`config.mk`:
```
export PLATFORM = sky130hd
export DESIGN_NAME = aat_pipe_ctrl
export DESIGN_NICKNAME = d
export VERILOG_FILES = /design/src/rtl/core/aat_pkg.sv /design/src/rtl/core/aat_pipe_ctrl.sv
export SDC_FILE = /design/constraint.sdc
export NUM_CORES = 1
export LEC_CHECK = 0
export ABC_AREA = 1
export ABC_CLOCK_PERIOD_IN_PS = 900
export CAP_MARGIN = 20
export CORE_AREA = 2 2 39 41
export CTS_CLUSTER_SIZE = 16
export DETAILED_ROUTE_END_ITERATION = 7
export DIE_AREA = 0 0 41 43
export DONT_BUFFER_PORTS = 1
export SLEW_MARGIN = 5
export SYNTH_ARGS = -nofsm -noshare
export SYNTH_HDL_FRONTEND = slang
export SYNTH_SLANG_ARGS = --single-unit
```
`constraint.sdc`:
```
create_clock -name clk -period 0.9 [get_ports clk]
set_clock_uncertainty 0.05 [all_clocks]
set_input_delay 0.18 -clock clk [delete_from_list [all_inputs] [get_ports clk]]
set_output_delay 0.18 -clock clk [all_outputs]
set_load 0.005 [all_outputs]
```
`src/rtl/core/aat_pkg.sv`:
```
// ----------------------------------------------------------------------------
// aat_pkg
// Shared types and constants for the bounding box affine transform block.
// ----------------------------------------------------------------------------
`default_nettype none

package aat_pkg;

    localparam int NUM_AXES        = 3;
    localparam int NUM_STAGES      = 4;
    localparam int CFG_DATA_WIDTH  = 48;
    localparam int CFG_INDEX_WIDTH = 3;
    localparam int OFFSET_WIDTH    = 32;

    localparam logic [CFG_INDEX_WIDTH-1:0] REG_ROW_X    = 3'd0;
    localparam logic [CFG_INDEX_WIDTH-1:0] REG_ROW_Y    = 3'd1;
    localparam logic [CFG_INDEX_WIDTH-1:0] REG_ROW_Z    = 3'd2;
    localparam logic [CFG_INDEX_WIDTH-1:0] REG_OFFSET_X = 3'd3;
    localparam logic [CFG_INDEX_WIDTH-1:0] REG_OFFSET_Y = 3'd4;
    localparam logic [CFG_INDEX_WIDTH-1:0] REG_OFFSET_Z = 3'd5;

    typedef struct packed {
        logic [NUM_STAGES-1:0] load;
    } aat_stage_ctl_t;

endpackage

`default_nettype wire

```
`src/rtl/core/aat_pipe_ctrl.sv`:
```
// ----------------------------------------------------------------------------
// aat_pipe_ctrl
// Valid bits and per-stage load enables for the transform pipeline.
// ----------------------------------------------------------------------------
`default_nettype none

module aat_pipe_ctrl
    import aat_pkg::*;
(
    input  logic           clk,
    input  logic           rst_n,
    input  logic           in_valid,
    output logic           in_ready,
    output logic           out_valid,
    input  logic           out_ready,
    output aat_stage_ctl_t ctl
);

    logic [NUM_STAGES-1:0] valid_reg;
    logic [NUM_STAGES-1:0] valid_next;
    logic [NUM_STAGES-1:0] rdy;

    always_comb
    begin
        rdy[NUM_STAGES-1] = !valid_reg[NUM_STAGES-1] || out_ready;
        for (int i = NUM_STAGES - 2; i >= 0; i--)
        begin
            rdy[i] = !valid_reg[i] || rdy[i+1];
        end
    end

    always_comb
    begin
        ctl.load[0]   = in_valid && rdy[0];
        valid_next[0] = rdy[0] ? in_valid : valid_reg[0];
        for (int i = 1; i < NUM_STAGES; i++)
        begin
            ctl.load[i]   = valid_reg[i-1] && rdy[i];
            valid_next[i] = rdy[i] ? valid_reg[i-1] : valid_reg[i];
        end
    end

    always_ff @(posedge clk or negedge rst_n)
    begin
        if (!rst_n)
        begin
            valid_reg <= '0;
        end
        else
        begin
            valid_reg <= valid_next;
        end
    end

    assign in_ready  = rdy[0];
    assign out_valid = valid_reg[NUM_STAGES-1];

    logic in_fire;
    logic out_fire;
    assign in_fire  = in_valid && in_ready;
    assign out_fire = out_valid && out_ready;

    // requests in flight: accepted minus delivered
    a_count: assert property (@(posedge clk) disable iff (!rst_n)
        $past(rst_n) |-> $countones(valid_reg) ==
            $countones($past(valid_reg)) + $past(in_fire) - $past(out_fire))
        else $error("pipeline request count mismatch");

    a_backpressure: assert property (@(posedge clk) disable iff (!rst_n)
        !in_ready |-> (&valid_reg) && !out_ready)
        else $error("input stalled with room in pipeline");

    a_full_hold: assert property (@(posedge clk) disable iff (!rst_n)
        (&valid_reg) && !out_ready |=> (&valid_reg))
        else $error("stalled full pipeline lost a request");

endmodule

`default_nettype wire

```
==> impl_metrics.json, run 1 <==
{
  "p_per_area_nw_per_um2": 2280,
  "cp.required_ns": 0.67,
  "fillers": 166,
  "avgSynthCellArea_sq_um": 7.66,
  "hold_violations": 0,
  "first_pass_iters": 1,
  "io_pins": 10,
  "grt_max_degree": 5,
  "grt_remaining_overflow": 0,
  "yosysSeqAreaShare": 0.544,
  "route.vias.total": 188,
  "coreArea_sq_um": 1380,
  "max_clock_freq_ghz": 0.841,
  "clock_sinks": 4,
  "status": "complete, but fails checks",
  "clockRootBuffer": "clkbuf_4",
  "rows": 14,
  "fin_nets": 41,
  "setup_violations": 7,
  "worst_path_most_repeated_cell": "buf_6",
  "wirelength_um": 402,
  "p_leak_nw": 0.168,
  "gp_congestion": 0.529,
  "h-tree-depth": 1,
  "min_path_type": "primary input to flop",
  "path_buf_inv": 3,
  "avgRoutedWirePerCell_um": 7.88,
  "ys.flop_type": "dfrtp_1",
  "cp.arrival_ns": 0.96,
  "drtIter0Drc": 0,
  "cts_tree": "yes",
  "area_growth_pct": 68.7,
  "drive_above_1_share": 0.457,
  "grt_pass1_vias": 196,
  "period_share": 1.32,
  "worstPathMaxFanout": 3,
  "max_stage_delay_ns": 0.39,
  "violations": "setup timing",
  "portBuffers": 0,
  "crit_chain": "buf_4 > buf_6 > buf_6",
  "synth_area_leaders": "dfrtp_1, inv_1, nand2_1",
  "dp_slack_ns": -0.0970,
  "grt_pass1_wl_um": 627,
  "dp_hpwl_um": 342,
  "antenna_found_initial": 0,
  "rsz0062_at_grt": "true",
  "ys_warn_count": 0,
  "postSynth.asyncResetShare": 1.00,
  "fp.dieH_um": 43,
  "synth_edf_count": 0,
  "synth_top_area_cell": "dfrtp_1",
  "critical_path_class": "flop to primary output",
  "fin_setup_tns_ns": -1.59,
  "post_drt_via_cell_ratio": 3.69,
  "ys_ff_latch": 4,
  "tightest_slew_ns": 0.174,
  "endpoint_kind": "primary output",
  "post-route-drc-count": 0,
  "period_needed_ns": 1.19,
  "final.setup.worst_slack_ns": -0.289,
  "synth_cells": 24,
  "clk_latency_ns": 0.23,
  "synth_largest_type_area_fraction": 0.544,
  "p_total_w": 0.000706,
  "slew_violations": 0,
  "yosys.cell_count.top_type": "inv_1",
  "synth_common_cells": "inv_1, nand2_1, dfrtp_1",
  "track_usage": 0.0625,
  "synth_nets": 28,
  "crit_slowest_cell": "dfrtp_1",
  "crit_path_start_kind": "flop",
  "max_slew_margin": 0.883,
  "max_cap_violations": 0,
  "cts_buffers": 3,
  "die_x_um": 41,
  "synth_cell_types": 7,
  "path_delay_family": "flip-flops",
  "ir_worst_vdd_mv": 0.372,
  "antenna_left": 0,
  "initial_core_util": 0.133,
  "clockBufferDepth": 2,
  "n_antenna_cell": 0,
  "die_area_sq_um": 1760,
  "path_clk_slew_ns": 0.04,
  "largest_reg_flops": 4,
  "syn-cell-area_sq_um": 184
}
==> worst register-to-register path, cell delays in order (launching register included) <==
cell	delay, ns
dfrtp_1	0.36
inv_2	0.06
nor2_4	0.10
nand2_2	0.07
buf_4	0.13
buf_6	0.10
nand2_1	0.05
==> kinds of logic (layout without fill, tap and decap cells) <==
kind of cell,after synthesis,after routing,share of synthesized area
AOI/OAI and AO/OA,1,1,0.0272
buffers and inverters,7,18,0.143
DFF,4,4,0.544
and+or+nand+nor,12,12,0.286
==> metrics by stage <==
stage	instance area (sq um)	util	hold WS, ns	cells
floorplan	184	-	-0.166	24
global placement	234	0.169	-0.165	44
detailed placement	234	0.169	-0.165	44
CTS	305	0.221	0.0143	51
global route	310	0.224	0.0198	51
finish	310	0.224	0.0227	51
==> timing repair <==
action	CTS	global route
endpoints found under the setup margin	8	8
hold endpoints to repair	4	0
setup buffers	6	1
hold buffers	1	0
pin swaps	3	4
resized for setup	5	5
==> worst paths after layout <==
check	startpoint	end	slack [ns]	depth (start not counted)
min in group asynchronous	rst_n	valid_reg[2]	0.17	1
max in group asynchronous	rst_n	valid_reg[0]	0.47	1
hold reg to reg	valid_reg[0]	valid_reg[1]	0.46	2
setup / recovery	valid_reg[3]	out_valid	-0.29	3
hold / removal	in_valid	valid_reg[0]	0.02	2
setup reg to reg	valid_reg[3]	valid_reg[2]	-0.08	6
==> power by group <==
group          total, W  internal (W)  switching [W]
clock network  0.000213      0.000149      0.0000648
registers      0.000242      0.000215      0.0000270
logic          0.000250      0.000140       0.000110
==> layout make-up <==
class,instances,area (sq um),share of cell area
flip-flops and latches,4,100,0.323
repair buffers,8,73.8,0.238
multi-input cells,13,67.6,0.218
inverters,7,26.3,0.0847
clock buffers,3,22.5,0.0726
well taps,16,20.0,0.0645
==> layer usage <==
metal | track usage | part of all wire | up-vias
li1 | - | - | 92
met1 | 0.0489 | 0.36 | 89
met2 | 0.0813 | 0.52 | 7
met3 | 0.0628 | 0.12 | 0
met4 | 0.0600 | 0 | 0
met5 | 0 | 0 | -
==> cells in the final DEF (no fill, tap or decap), drive strengths merged <==
cell         netlist  final
dfrtp              4      4
inv                7      7
buf                0      7
clkbuf             0      3
dlygate4sd3        0      1
nand4              2      2
o21ai              1      1
nand2              6      6
nor2               4      4
Note: power is estimated with default switching activity, not from simulation.
==> inputs of run 2 (changes only) <==
Settings changed: CAP_MARGIN 20 to 15, CTS_BUF_LIST set to sky130_fd_sc_hd__clkbuf_16.
==> impl_metrics.json, run 2 (synthesis results as in run 1) <==
{
  "status": "complete, but fails checks",
  "violations": "setup timing",
  "ir_worst_vdd_mv": 0.642,
  "clk_latency_ns": 0.22,
  "rows": 14,
  "grt_max_degree": 5,
  "grt_pass1_vias": 198,
  "critical_path_class": "flop to primary output",
  "cp.required_ns": 0.67,
  "use_met1": 0.0518,
  "cp_num_cells": 3,
  "worstHoldStart": "in_valid",
  "period_share": 1.31,
  "hold_violations": 0,
  "grt_pass1_wl_um": 690,
  "gp_congestion": 0.529,
  "h-tree-depth": 1,
  "min_path_type": "primary input to flop",
  "reg2reg_to": "valid_reg[2]",
  "max_slew_margin": 0.883,
  "coreArea_sq_um": 1380,
  "crit_path_start_kind": "flop",
  "path_buf_inv": 3,
  "p_per_area_nw_per_um2": 3270,
  "design_area_sq_um": 363,
  "n_antenna_cell": 0,
  "fin_nets": 41,
  "largest_reg_flops": 4,
  "grt_util_met2": 0.100,
  "post_drt_via_cell_ratio": 3.63,
  "area_growth_pct": 97.3,
  "worstSetupEndpoint": "out_valid",
  "max_clock_freq_ghz": 0.845,
  "drtIter0Drc": 0,
  "initial_core_util": 0.133,
  "cp.arrival_ns": 0.95,
  "r2r_cells": 6,
  "period_needed_ns": 1.18,
  "antenna_found_initial": 0,
  "final_cell_mix": "inv_1, nand2_1, buf_4, dfrtp_1",
  "slew_violations": 0,
  "die_x_um": 41,
  "worstPathMaxFanout": 3,
  "io_pins": 10,
  "rrSetupSlack_ns": -0.09,
  "fillers": 160,
  "portBuffers": 0,
  "worst_path_most_repeated_cell": "buf_6",
  "timing.rr.start": "valid_reg[3]",
  "clock_sinks": 4,
  "die_area_sq_um": 1760,
  "endpoint_kind": "primary output",
  "first_pass_iters": 1,
  "grt_remaining_overflow": 0,
  "clockRootBuffer": "clkbuf_16",
  "use_met3": 0.0628,
  "placed_cell_area_sq_um": 234,
  "max_stage_delay_ns": 0.39,
  "path_clk_slew_ns": 0.03,
  "avgRoutedWirePerCell_um": 9.29,
  "crit_chain": "buf_4 > buf_6 > buf_6",
  "drive_above_1_share": 0.457,
  "cts_tree": "yes",
  "track_usage": 0.0694,
  "path_delay_family": "flip-flops",
  "final.setup.worst_slack_ns": -0.283,
  "p_total_w": 0.00119,
  "wirelength_um": 474,
  "max_cap_violations": 0,
  "p_leak_nw": 0.191,
  "fin_setup_tns_ns": -1.57,
  "setup_violations": 7,
  "critPathLaunch": "valid_reg[3]",
  "rsz0062_at_grt": "true",
  "route.vias.total": 185,
  "crit_slowest_cell": "dfrtp_1",
  "fp.dieH_um": 43,
  "post-route-drc-count": 0,
  "tightest_slew_ns": 0.173,
  "clockBufferDepth": 2,
  "cts_buffers": 3,
  "antenna_left": 0,
  "grt.busiest_layer": "met2",
  "dp_hpwl_um": 342
}
-- run 2: cell counts in the layout (fill, tap and decap cells not counted) --
No cell type changed its count.
-- run 2: cell type report --
type / instances / area [sq um] / share of cell area
Clock buffer: 3 / 75.1 / 0.207
Inverter: 7 / 26.3 / 0.0724
Multi-Input combinational cell: 13 / 67.6 / 0.186
Sequential cell: 4 / 100 / 0.276
Tap cell: 16 / 20.0 / 0.0552
Timing Repair Buffer: 8 / 73.8 / 0.203
-- run 2: through the flow --
step,instances,setup slack (ns),utilization,hold slack (ns)
2_1_floorplan,24,-0.0303,-,-0.166
3_3_place_gp,44,-0.0692,0.169,-0.165
3_5_place_dp,44,-0.0970,0.169,-0.165
4_1_cts,51,-0.328,0.259,0.0307
5_1_grt,51,-0.327,0.262,0.0411
6_report,51,-0.283,0.262,0.0294
-- run 2: worst min path at each step --
stage | end | slack (ns) | depth (start not counted)
floorplan | valid_reg[0] | -0.17 | 0
global placement | valid_reg[2] | -0.17 | 0
detailed placement | valid_reg[2] | -0.17 | 0
CTS | valid_reg[0] | 0.03 | 2
global route | valid_reg[3] | 0.04 | 1
finish | valid_reg[0] | 0.03 | 2
-- run 2: report_power, final --
| group | switching [W] | leakage, nW | internal [W] |
|---|---|---|---|
| combinational | 0.000112 | 0.110 | 0.000140 |
| clock | 0.000122 | 0.0370 | 0.000567 |
| sequential | 0.0000276 | 0.0442 | 0.000216 |
-- run 2: worst register-to-register path, delay by kind of cell, from the launching register on --
family                 cells  cell delay [ns]
buffers and inverters      3             0.29
DFF                        1             0.36
and+or+nand+nor            3             0.22
-- run 2: routing by layer --
metal / wire (um) / share of wire / up-vias
li1: - / - / 92
met1: 162 / 0.34 / 86
met2: 264 / 0.56 / 7
met3: 47 / 0.099 / 0
met4: 0 / 0 / 0
met5: 0 / 0 / -
-- run 2: timing repair --
item | 4_1_cts | 5_1_grt
setup buffers | 8 | 1
hold endpoints to repair | 4 | 0
setup endpoints to repair | 8 | 8
hold buffers | 1 | 0
resized for setup | 5 | 5
pin swaps | 3 | 4
